File: src/sv/tapq_pkg.sv
// Package for the tick alarm priority queue: field widths, request codes and the
// command and status structs between the controller and the datapath.
// Depends on nothing; every other file imports it.
package tapq_pkg;

	localparam int ID_W         = 4;
	localparam int TICK_FIELD_W = 32;
	localparam int TDATA_W      = 40;
	localparam int PAD_W        = TDATA_W - ID_W - TICK_FIELD_W;
	localparam int TUSER_W      = 1;

	localparam logic CMD_TICK = 1'b0;
	localparam logic CMD_SET  = 1'b1;

	typedef struct packed {
		logic load;
		logic inc;
		logic remove;
		logic insert;
		logic pop;
	} ctrl_cmd_t;

	typedef struct packed {
		logic is_set;
		logic id_ok;
		logic cancel;
		logic head_due;
		logic out_free;
	} ctrl_stat_t;

endpackage

File: src/sv/tapq_ctrl.sv
// Controller of the tick alarm priority queue: sequences the capture, removal,
// insertion and expiry steps of each request. Depends on tapq_pkg.
module tapq_ctrl (
	input  logic                 clk,
	input  logic                 arst_n,
	input  logic                 s_tvalid,
	output logic                 s_tready,
	input  tapq_pkg::ctrl_stat_t stat,
	output tapq_pkg::ctrl_cmd_t  cmd
);
	import tapq_pkg::*;

	typedef enum logic [2:0] {
		ST_IDLE,
		ST_DISPATCH,
		ST_REMOVE,
		ST_INSERT,
		ST_FIRE
	} state_t;

	state_t state_q, state_d;
	logic   ready_q;

	always_comb begin
		state_d = state_q;
		cmd     = '0;
		case (state_q)
			ST_IDLE: begin
				if (s_tvalid) begin
					cmd.load = 1'b1;
					state_d  = ST_DISPATCH;
				end
			end
			ST_DISPATCH: begin
				if (!stat.is_set) begin
					cmd.inc = 1'b1;
					state_d = ST_FIRE;
				end else if (stat.id_ok) begin
					state_d = ST_REMOVE;
				end else begin
					state_d = ST_IDLE;
				end
			end
			ST_REMOVE: begin
				cmd.remove = 1'b1;
				state_d    = stat.cancel ? ST_IDLE : ST_INSERT;
			end
			ST_INSERT: begin
				cmd.insert = 1'b1;
				state_d    = ST_IDLE;
			end
			ST_FIRE: begin
				if (!stat.head_due) begin
					state_d = ST_IDLE;
				end else if (stat.out_free) begin
					cmd.pop = 1'b1;
				end
			end
			default: begin
				state_d = ST_IDLE;
			end
		endcase
	end

	always_ff @(posedge clk or negedge arst_n) begin
		if (!arst_n) begin
			state_q <= ST_IDLE;
			ready_q <= 1'b1;
		end else begin
			state_q <= state_d;
			ready_q <= (state_d == ST_IDLE);
		end
	end

	assign s_tready = ready_q;

endmodule

File: src/sv/tapq_datapath.sv
// Datapath of the tick alarm priority queue: tick counter, sorted alarm queue held
// as a row of shifting entries, request capture and output register. Depends on tapq_pkg.
module tapq_datapath #(
	parameter int NUM_ALARMS = 16,
	parameter int TICK_WIDTH = 32
) (
	input  logic                                clk,
	input  logic                                arst_n,
	input  tapq_pkg::ctrl_cmd_t                 cmd,
	output tapq_pkg::ctrl_stat_t                stat,
	input  logic [tapq_pkg::TDATA_W-1:0]        s_tdata,
	input  logic [tapq_pkg::TUSER_W-1:0]        s_tuser,
	input  logic                                cfg_valid,
	input  logic [tapq_pkg::TICK_FIELD_W-1:0]   cfg_data,
	output logic                                m_tvalid,
	input  logic                                m_tready,
	output logic [tapq_pkg::TDATA_W-1:0]        m_tdata,
	output logic                                m_tlast
);
	import tapq_pkg::*;

	localparam int LEN_W = $clog2(NUM_ALARMS + 1);

	logic [ID_W-1:0]       ids_q [NUM_ALARMS];
	logic [TICK_WIDTH-1:0] dls_q [NUM_ALARMS];
	logic [ID_W-1:0]       up_id [NUM_ALARMS];
	logic [TICK_WIDTH-1:0] up_dl [NUM_ALARMS];
	logic [ID_W-1:0]       dn_id [NUM_ALARMS];
	logic [TICK_WIDTH-1:0] dn_dl [NUM_ALARMS];

	logic [LEN_W-1:0]      len_q;
	logic [TICK_WIDTH-1:0] cnt_q;
	logic                  req_set_q;
	logic [ID_W-1:0]       req_id_q;
	logic [TICK_WIDTH-1:0] req_when_q;

	logic                    out_valid_q;
	logic [ID_W-1:0]         out_id_q;
	logic [TICK_FIELD_W-1:0] out_tick_q;
	logic                    out_last_q;

	logic [NUM_ALARMS-1:0] occ, match, hit, le, due;
	logic [NUM_ALARMS:0]   prev_le, due_ext;
	logic                  found, full;

	always_comb begin
		for (int j = 0; j < NUM_ALARMS; j++) begin
			occ[j]   = LEN_W'(j) < len_q;
			match[j] = occ[j] && (ids_q[j] == req_id_q);
			le[j]    = occ[j] && (dls_q[j] <= req_when_q);
			due[j]   = occ[j] && (dls_q[j] <= cnt_q);
		end
		for (int j = 0; j < NUM_ALARMS; j++) begin
			hit[j] = |(match & ({NUM_ALARMS{1'b1}} >> (NUM_ALARMS - 1 - j)));
		end
		prev_le = {le, 1'b1};
		due_ext = {1'b0, due};
		found   = |match;
		full    = (len_q == LEN_W'(NUM_ALARMS));

		up_id[NUM_ALARMS-1] = ids_q[NUM_ALARMS-1];
		up_dl[NUM_ALARMS-1] = dls_q[NUM_ALARMS-1];
		for (int j = 0; j < NUM_ALARMS - 1; j++) begin
			up_id[j] = ids_q[j+1];
			up_dl[j] = dls_q[j+1];
		end
		dn_id[0] = req_id_q;
		dn_dl[0] = req_when_q;
		for (int j = 1; j < NUM_ALARMS; j++) begin
			dn_id[j] = ids_q[j-1];
			dn_dl[j] = dls_q[j-1];
		end
	end

	always_ff @(posedge clk) begin
		for (int j = 0; j < NUM_ALARMS; j++) begin
			if (cmd.remove) begin
				if (hit[j]) begin
					ids_q[j] <= up_id[j];
					dls_q[j] <= up_dl[j];
				end
			end else if (cmd.insert && !full) begin
				if (!le[j]) begin
					ids_q[j] <= prev_le[j] ? req_id_q : dn_id[j];
					dls_q[j] <= prev_le[j] ? req_when_q : dn_dl[j];
				end
			end else if (cmd.pop) begin
				ids_q[j] <= up_id[j];
				dls_q[j] <= up_dl[j];
			end
		end
	end

	always_ff @(posedge clk) begin
		if (cmd.load) begin
			req_set_q  <= (s_tuser[0] == CMD_SET);
			req_id_q   <= s_tdata[ID_W-1:0];
			req_when_q <= TICK_WIDTH'(s_tdata[ID_W +: TICK_FIELD_W]);
		end
		if (cmd.pop) begin
			out_id_q   <= ids_q[0];
			out_tick_q <= TICK_FIELD_W'(cnt_q);
			out_last_q <= !due_ext[1];
		end
	end

	always_ff @(posedge clk or negedge arst_n) begin
		if (!arst_n) begin
			cnt_q       <= '0;
			len_q       <= '0;
			out_valid_q <= 1'b0;
		end else begin
			if (cfg_valid) begin
				cnt_q <= TICK_WIDTH'(cfg_data);
				len_q <= '0;
			end else begin
				if (cmd.inc) begin
					cnt_q <= cnt_q + 1'b1;
				end
				if (cmd.remove && found) begin
					len_q <= len_q - 1'b1;
				end else if (cmd.insert && !full) begin
					len_q <= len_q + 1'b1;
				end else if (cmd.pop) begin
					len_q <= len_q - 1'b1;
				end
			end
			if (cmd.pop) begin
				out_valid_q <= 1'b1;
			end else if (m_tready) begin
				out_valid_q <= 1'b0;
			end
		end
	end

	always_comb begin
		stat.is_set   = req_set_q;
		stat.id_ok    = int'(req_id_q) < NUM_ALARMS;
		stat.cancel   = (req_when_q == '0);
		stat.head_due = due[0];
		stat.out_free = !out_valid_q || m_tready;
	end

	assign m_tvalid = out_valid_q;
	assign m_tdata  = {{PAD_W{1'b0}}, out_tick_q, out_id_q};
	assign m_tlast  = out_last_q;

endmodule

File: src/sv/tick_alarm_priority_queue.sv
// Top level of the tick alarm priority queue: joins the controller and the datapath.
// Depends on tapq_pkg, tapq_ctrl and tapq_datapath.
//
// Requests arrive on the s_ channel. A tick request (tuser low) advances the counter
// and then emits one result on the m_ channel for every alarm whose deadline is at or
// below the new count, earliest first, with tlast on the final one of that tick. A
// set request (tuser high) removes the addressed alarm and, unless the deadline is
// zero, queues it again at the new deadline; it gives no result.
// A set request passes through the dispatch, remove and insert states before the next
// request is accepted; a cancel skips the insert state and an out-of-range id skips
// both. During a tick the queue head is compared and popped once per cycle, so one
// result leaves per cycle while the receiver takes them.
// The first result is loaded into the output register by the pop in the fire state,
// after the dispatch state has advanced the counter. When the receiver stalls, the held
// result stays in the output register and popping pauses until it is taken.
// The cfg_ channel loads the tick counter and empties the queue; it is always ready.
// Reset empties the queue and clears the counter. No clearing pass is needed.
module tick_alarm_priority_queue #(
	parameter int NUM_ALARMS = 16,
	parameter int TICK_WIDTH = 32
) (
	input  logic                                clk,
	input  logic                                arst_n,
	input  logic                                s_tvalid,
	output logic                                s_tready,
	input  logic [tapq_pkg::TDATA_W-1:0]        s_tdata,  // alarm_id, deadline, zero pad
	input  logic [tapq_pkg::TUSER_W-1:0]        s_tuser,  // cmd
	output logic                                m_tvalid,
	input  logic                                m_tready,
	output logic [tapq_pkg::TDATA_W-1:0]        m_tdata,  // fired_alarm, fire_tick, zero pad
	output logic                                m_tlast,
	input  logic                                cfg_valid,
	output logic                                cfg_ready,
	input  logic [tapq_pkg::TICK_FIELD_W-1:0]   cfg_data
);
	import tapq_pkg::*;

	ctrl_cmd_t  cmd;
	ctrl_stat_t stat;

	tapq_ctrl u_ctrl (
		.clk      (clk),
		.arst_n   (arst_n),
		.s_tvalid (s_tvalid),
		.s_tready (s_tready),
		.stat     (stat),
		.cmd      (cmd)
	);

	tapq_datapath #(
		.NUM_ALARMS (NUM_ALARMS),
		.TICK_WIDTH (TICK_WIDTH)
	) u_datapath (
		.clk       (clk),
		.arst_n    (arst_n),
		.cmd       (cmd),
		.stat      (stat),
		.s_tdata   (s_tdata),
		.s_tuser   (s_tuser),
		.cfg_valid (cfg_valid),
		.cfg_data  (cfg_data),
		.m_tvalid  (m_tvalid),
		.m_tready  (m_tready),
		.m_tdata   (m_tdata),
		.m_tlast   (m_tlast)
	);

	assign cfg_ready = 1'b1;

	a_pop_only_when_due: assert property (@(posedge clk) disable iff (!arst_n)
		cmd.pop |-> (stat.head_due && stat.out_free))
		else $error("Queue head popped while not due or output busy.");

	a_result_from_pop: assert property (@(posedge clk) disable iff (!arst_n)
		$rose(m_tvalid) |-> $past(cmd.pop))
		else $error("Result shown without a pop.");

	a_no_pop_while_ready: assert property (@(posedge clk) disable iff (!arst_n)
		s_tready |-> !(cmd.pop || cmd.remove || cmd.insert || cmd.inc))
		else $error("Queue changed while a new request could be accepted.");

	a_set_gives_no_result: assert property (@(posedge clk) disable iff (!arst_n)
		(s_tvalid && s_tready && (s_tuser[0] == CMD_SET)) |=> ##1 !cmd.pop)
		else $error("Set request caused a pop.");

endmodule

File: config.mk
export PLATFORM = sky130hd
export DESIGN_NAME = tick_alarm_priority_queue
export DESIGN_NICKNAME = d
export VERILOG_FILES = /design/src/sv/tapq_pkg.sv /design/src/sv/tapq_ctrl.sv /design/src/sv/tapq_datapath.sv /design/src/sv/tick_alarm_priority_queue.sv
export SDC_FILE = /design/constraint.sdc
export NUM_CORES = 2
export LEC_CHECK = 0
export BUFFER_PORTS_ARGS = -buffer_cell sky130_fd_sc_hd__buf_2
export CAP_MARGIN = 0
export CORE_MARGIN = 2
export CORE_UTILIZATION = 64
export DETAILED_ROUTE_END_ITERATION = 6
export GPL_TIMING_DRIVEN = 1
export PLACE_DENSITY = 0.79
export SLEW_MARGIN = 30
export SYNTH_ARGS = -nofsm -noshare
export SYNTH_HDL_FRONTEND = slang
export SYNTH_SLANG_ARGS = --single-unit
File: constraint.sdc
create_clock -name clk -period 5.57 [get_ports clk]
set_input_delay 0.557 -clock clk [delete_from_list [all_inputs] [get_ports clk]]
set_output_delay 0.557 -clock clk [all_outputs]
set_load 0.02 [all_outputs]
==> out/metrics.yaml <==
synth.distinct_cells: 74
drt-initial-drc-count: 3571
antenna_cells: 0
finalWirelength_microns: 125000
criticalPathCategory: "reg -> reg"
post_drt_wl_per_cell_microns: 22.3
worstPathMaxFanout: 21
final_net_count: 5238
tns_ns: 0
period_minus_slack_ns: 4.64
ys_async_sr_fraction_pct: 6.07
ys.flop_type: "edfxtp_1"
outcome: "finished clean"
area_growth_pct: 9.40
fin_cells: 5599
cellPowerDensity_nw_per_um2: 577
critPathLaunchType: "register"
synth_area_leaders: "edfxtp_1 41%, ha_1 15%, mux2i_1 8.5%, a21oi_1 6.0%, nor2_1 3.7%"
p_leak_nw: 21.4
grt_pass1_vias: 35400
io-pin-count: 122
cp.required_ns: 5.93
worstMarginPinSlew_ns: 1.07
finalCritPeriodShare_pct: 83.4
synth_common_cells: "650 x edfxtp_1, 580 x ha_1, 564 x a21oi_1"
ant_nets: 0
cts_sinks: 692
setup_viol: 0
cts_tree: "done"
hpwl_microns: 95300
ys_warn_count: 0
clock_latency_ns: 0.64
syn_avg_cell_area_sq_um: 10.4
drcViolationCount: 0
maxSlewHeadroom_pct: 28.0
grt_pass1_wl_microns: 195000
clk_path_buf_depth: 3
startpoint: "u_datapath.len_q[4]"
io_buffers: 112
grt_usage_pct: 32.9
drt-pass1-iter-count: 6
hold_buffers: 0
finalHoldViolCount: 0
syn_area_sq_um: 47100
ys_ff_latch: 692
cts.htree.levels: 3
synth_top_area_share_pct: 41.5
maxCapViolations: 0
rsz0062_at_grt: "no"
r2r_start: "u_datapath.len_q[4]"
ir_drop_v: 0.000362
yosysTopAreaCell: "edfxtp_1"
post_cts_buffers: 0
cts_made_buffers: 79
grt_max_degree: 73
cts-root-buf: "clkbuf_16"
skew_ns: 0.0212
gp_congestion: 0.974
die_width_microns: 275
start_util_pct: 64.6
endpoint_kind: "register"
drt-vias-per-instance: 6.48
antenna_found_initial: 0
coreArea_sq_um: 72800
synth_edf_count: 650
vias: 36300
rows: 99
hold_class: "in -> async"
final_util_pct: 70.7
post-synth-top-count-cell: "edfxtp_1"
post_cts_resized: 0
die_y_microns: 275
max_freq_ghz: 0.215
finalMaxSlewViolations: 0
dieArea_sq_um: 75700
synth_seq_area_share_pct: 43.7
place_inst: 5458
overflow: 0
drive_above_1_share_pct: 11.7
arrival_ns: 5.00
synth_cells: 4514
clk_transition_reported_paths_ns: 0.06
## logic make-up (layout without fill, tap and decap cells)
family | after synthesis | count (layout) | share of synthesized area, %
mux | 543 | 543 | 11.9
buf+inv | 375 | 498 | 3.15
other cells | 2 | 5 | 0.0160
simple gates | 1151 | 1151 | 11.1
flops | 692 | 692 | 43.7
xor+xnor | 97 | 97 | 1.80
fa+ha+maj | 580 | 580 | 15.4
compound gates | 1074 | 1074 | 12.9
## worst max-delay path, cell delays in order, from the launching register on
cell and delay [ns]:
dfrtp_1 0.76, or2_2 0.51, a21oi_1 0.57, nor4_1 0.31, nor4_2 0.46, a41oi_1 0.28, a21oi_1 0.66, nand2b_2 0.44
buf_4 0.36
## area by class of cell
type                    count  area (sq um)
multi-input cells        3450         25200
fillers                  5404         21300
clock buffers             110          2170
flip-flops and latches    692         20600
well taps                 959          1200
repair buffers            246          1650
inverters                 111           417
clock inverters            31           236
## registers in the layout (all words and copies together) (netlist names)
register / cells
u_ctrl.s_tready: 1
u_ctrl.state_q: 3
u_datapath.cnt_q: 32
u_datapath.dls_q: 512
u_datapath.ids_q: 64
u_datapath.len_q: 5
u_datapath.m_tlast: 1
u_datapath.m_tvalid: 1
u_datapath.out_id_q: 4
u_datapath.out_tick_q: 32
u_datapath.req_id_q: 4
u_datapath.req_set_q: 1
u_datapath.req_when_q: 32
## stage by stage
| step | power (W) | setup WS (ns) | area [sq um] | hold WS [ns] |
|---|---|---|---|---|
| 2_1_floorplan | 0.0202 | 0.541 | 47100 | 0.261 |
| 3_3_place_gp | 0.0238 | 1.27 | 49100 | 0.428 |
| 3_5_place_dp | 0.0244 | 1.20 | 49100 | 0.433 |
| 4_1_cts | 0.0295 | 1.16 | 51500 | 0.0389 |
| 5_1_grt | 0.0316 | 0.996 | 51500 | 0.0806 |
| 6_report | 0.0297 | 0.926 | 51500 | 0.0487 |
## placed cells by master (no fill, tap or decap), types with 37 or more instances in the layout
cell type	instances
edfxtp_1	650
inv_1	110
buf_4	127
a21oi_1	559
nand3_1	53
o21ai_0	214
a31oi_1	48
nor2_1	463
clkbuf_16	80
ha_1	580
buf_2	112
dfrtp_1	41
xnor2_1	65
mux2i_1	401
nand4_1	105
nor4_1	37
a21o_1	64
nand2_1	319
o22ai_1	43
mux2_2	142
## path summary, 6_finish.rpt
check | to | cells after the start | slack [ns]
worst max-delay path | u_datapath.dls_q[11][27] | 8 | 0.93
worst max register to register | u_datapath.dls_q[11][27] | 8 | 0.93
max in group asynchronous | u_datapath.cnt_q[5] | 2 | 5.07
worst min register to register | u_datapath.out_tick_q[24] | 0 | 0.44
worst min-delay path | u_datapath.cnt_q[26] | 2 | 0.05
min in group clk | u_datapath.req_when_q[8] | 1 | 0.09
## where the power goes
group | internal [W] | switching [W] | total, W
logic | 0.00573 | 0.00837 | 0.0141
registers | 0.00874 | 0.00183 | 0.0106
clock network | 0.00286 | 0.00217 | 0.00503
## routing by layer
layer	vias up	wire (microns)	GRT usage, %
met1	17300	51300	42.8
li1	17100	-	-
met4	0	6650	17.0
met5	-	0	0
met2	1582	58000	53.9
met3	307	9170	4.24
Note: power is estimated with default switching activity, not from simulation.
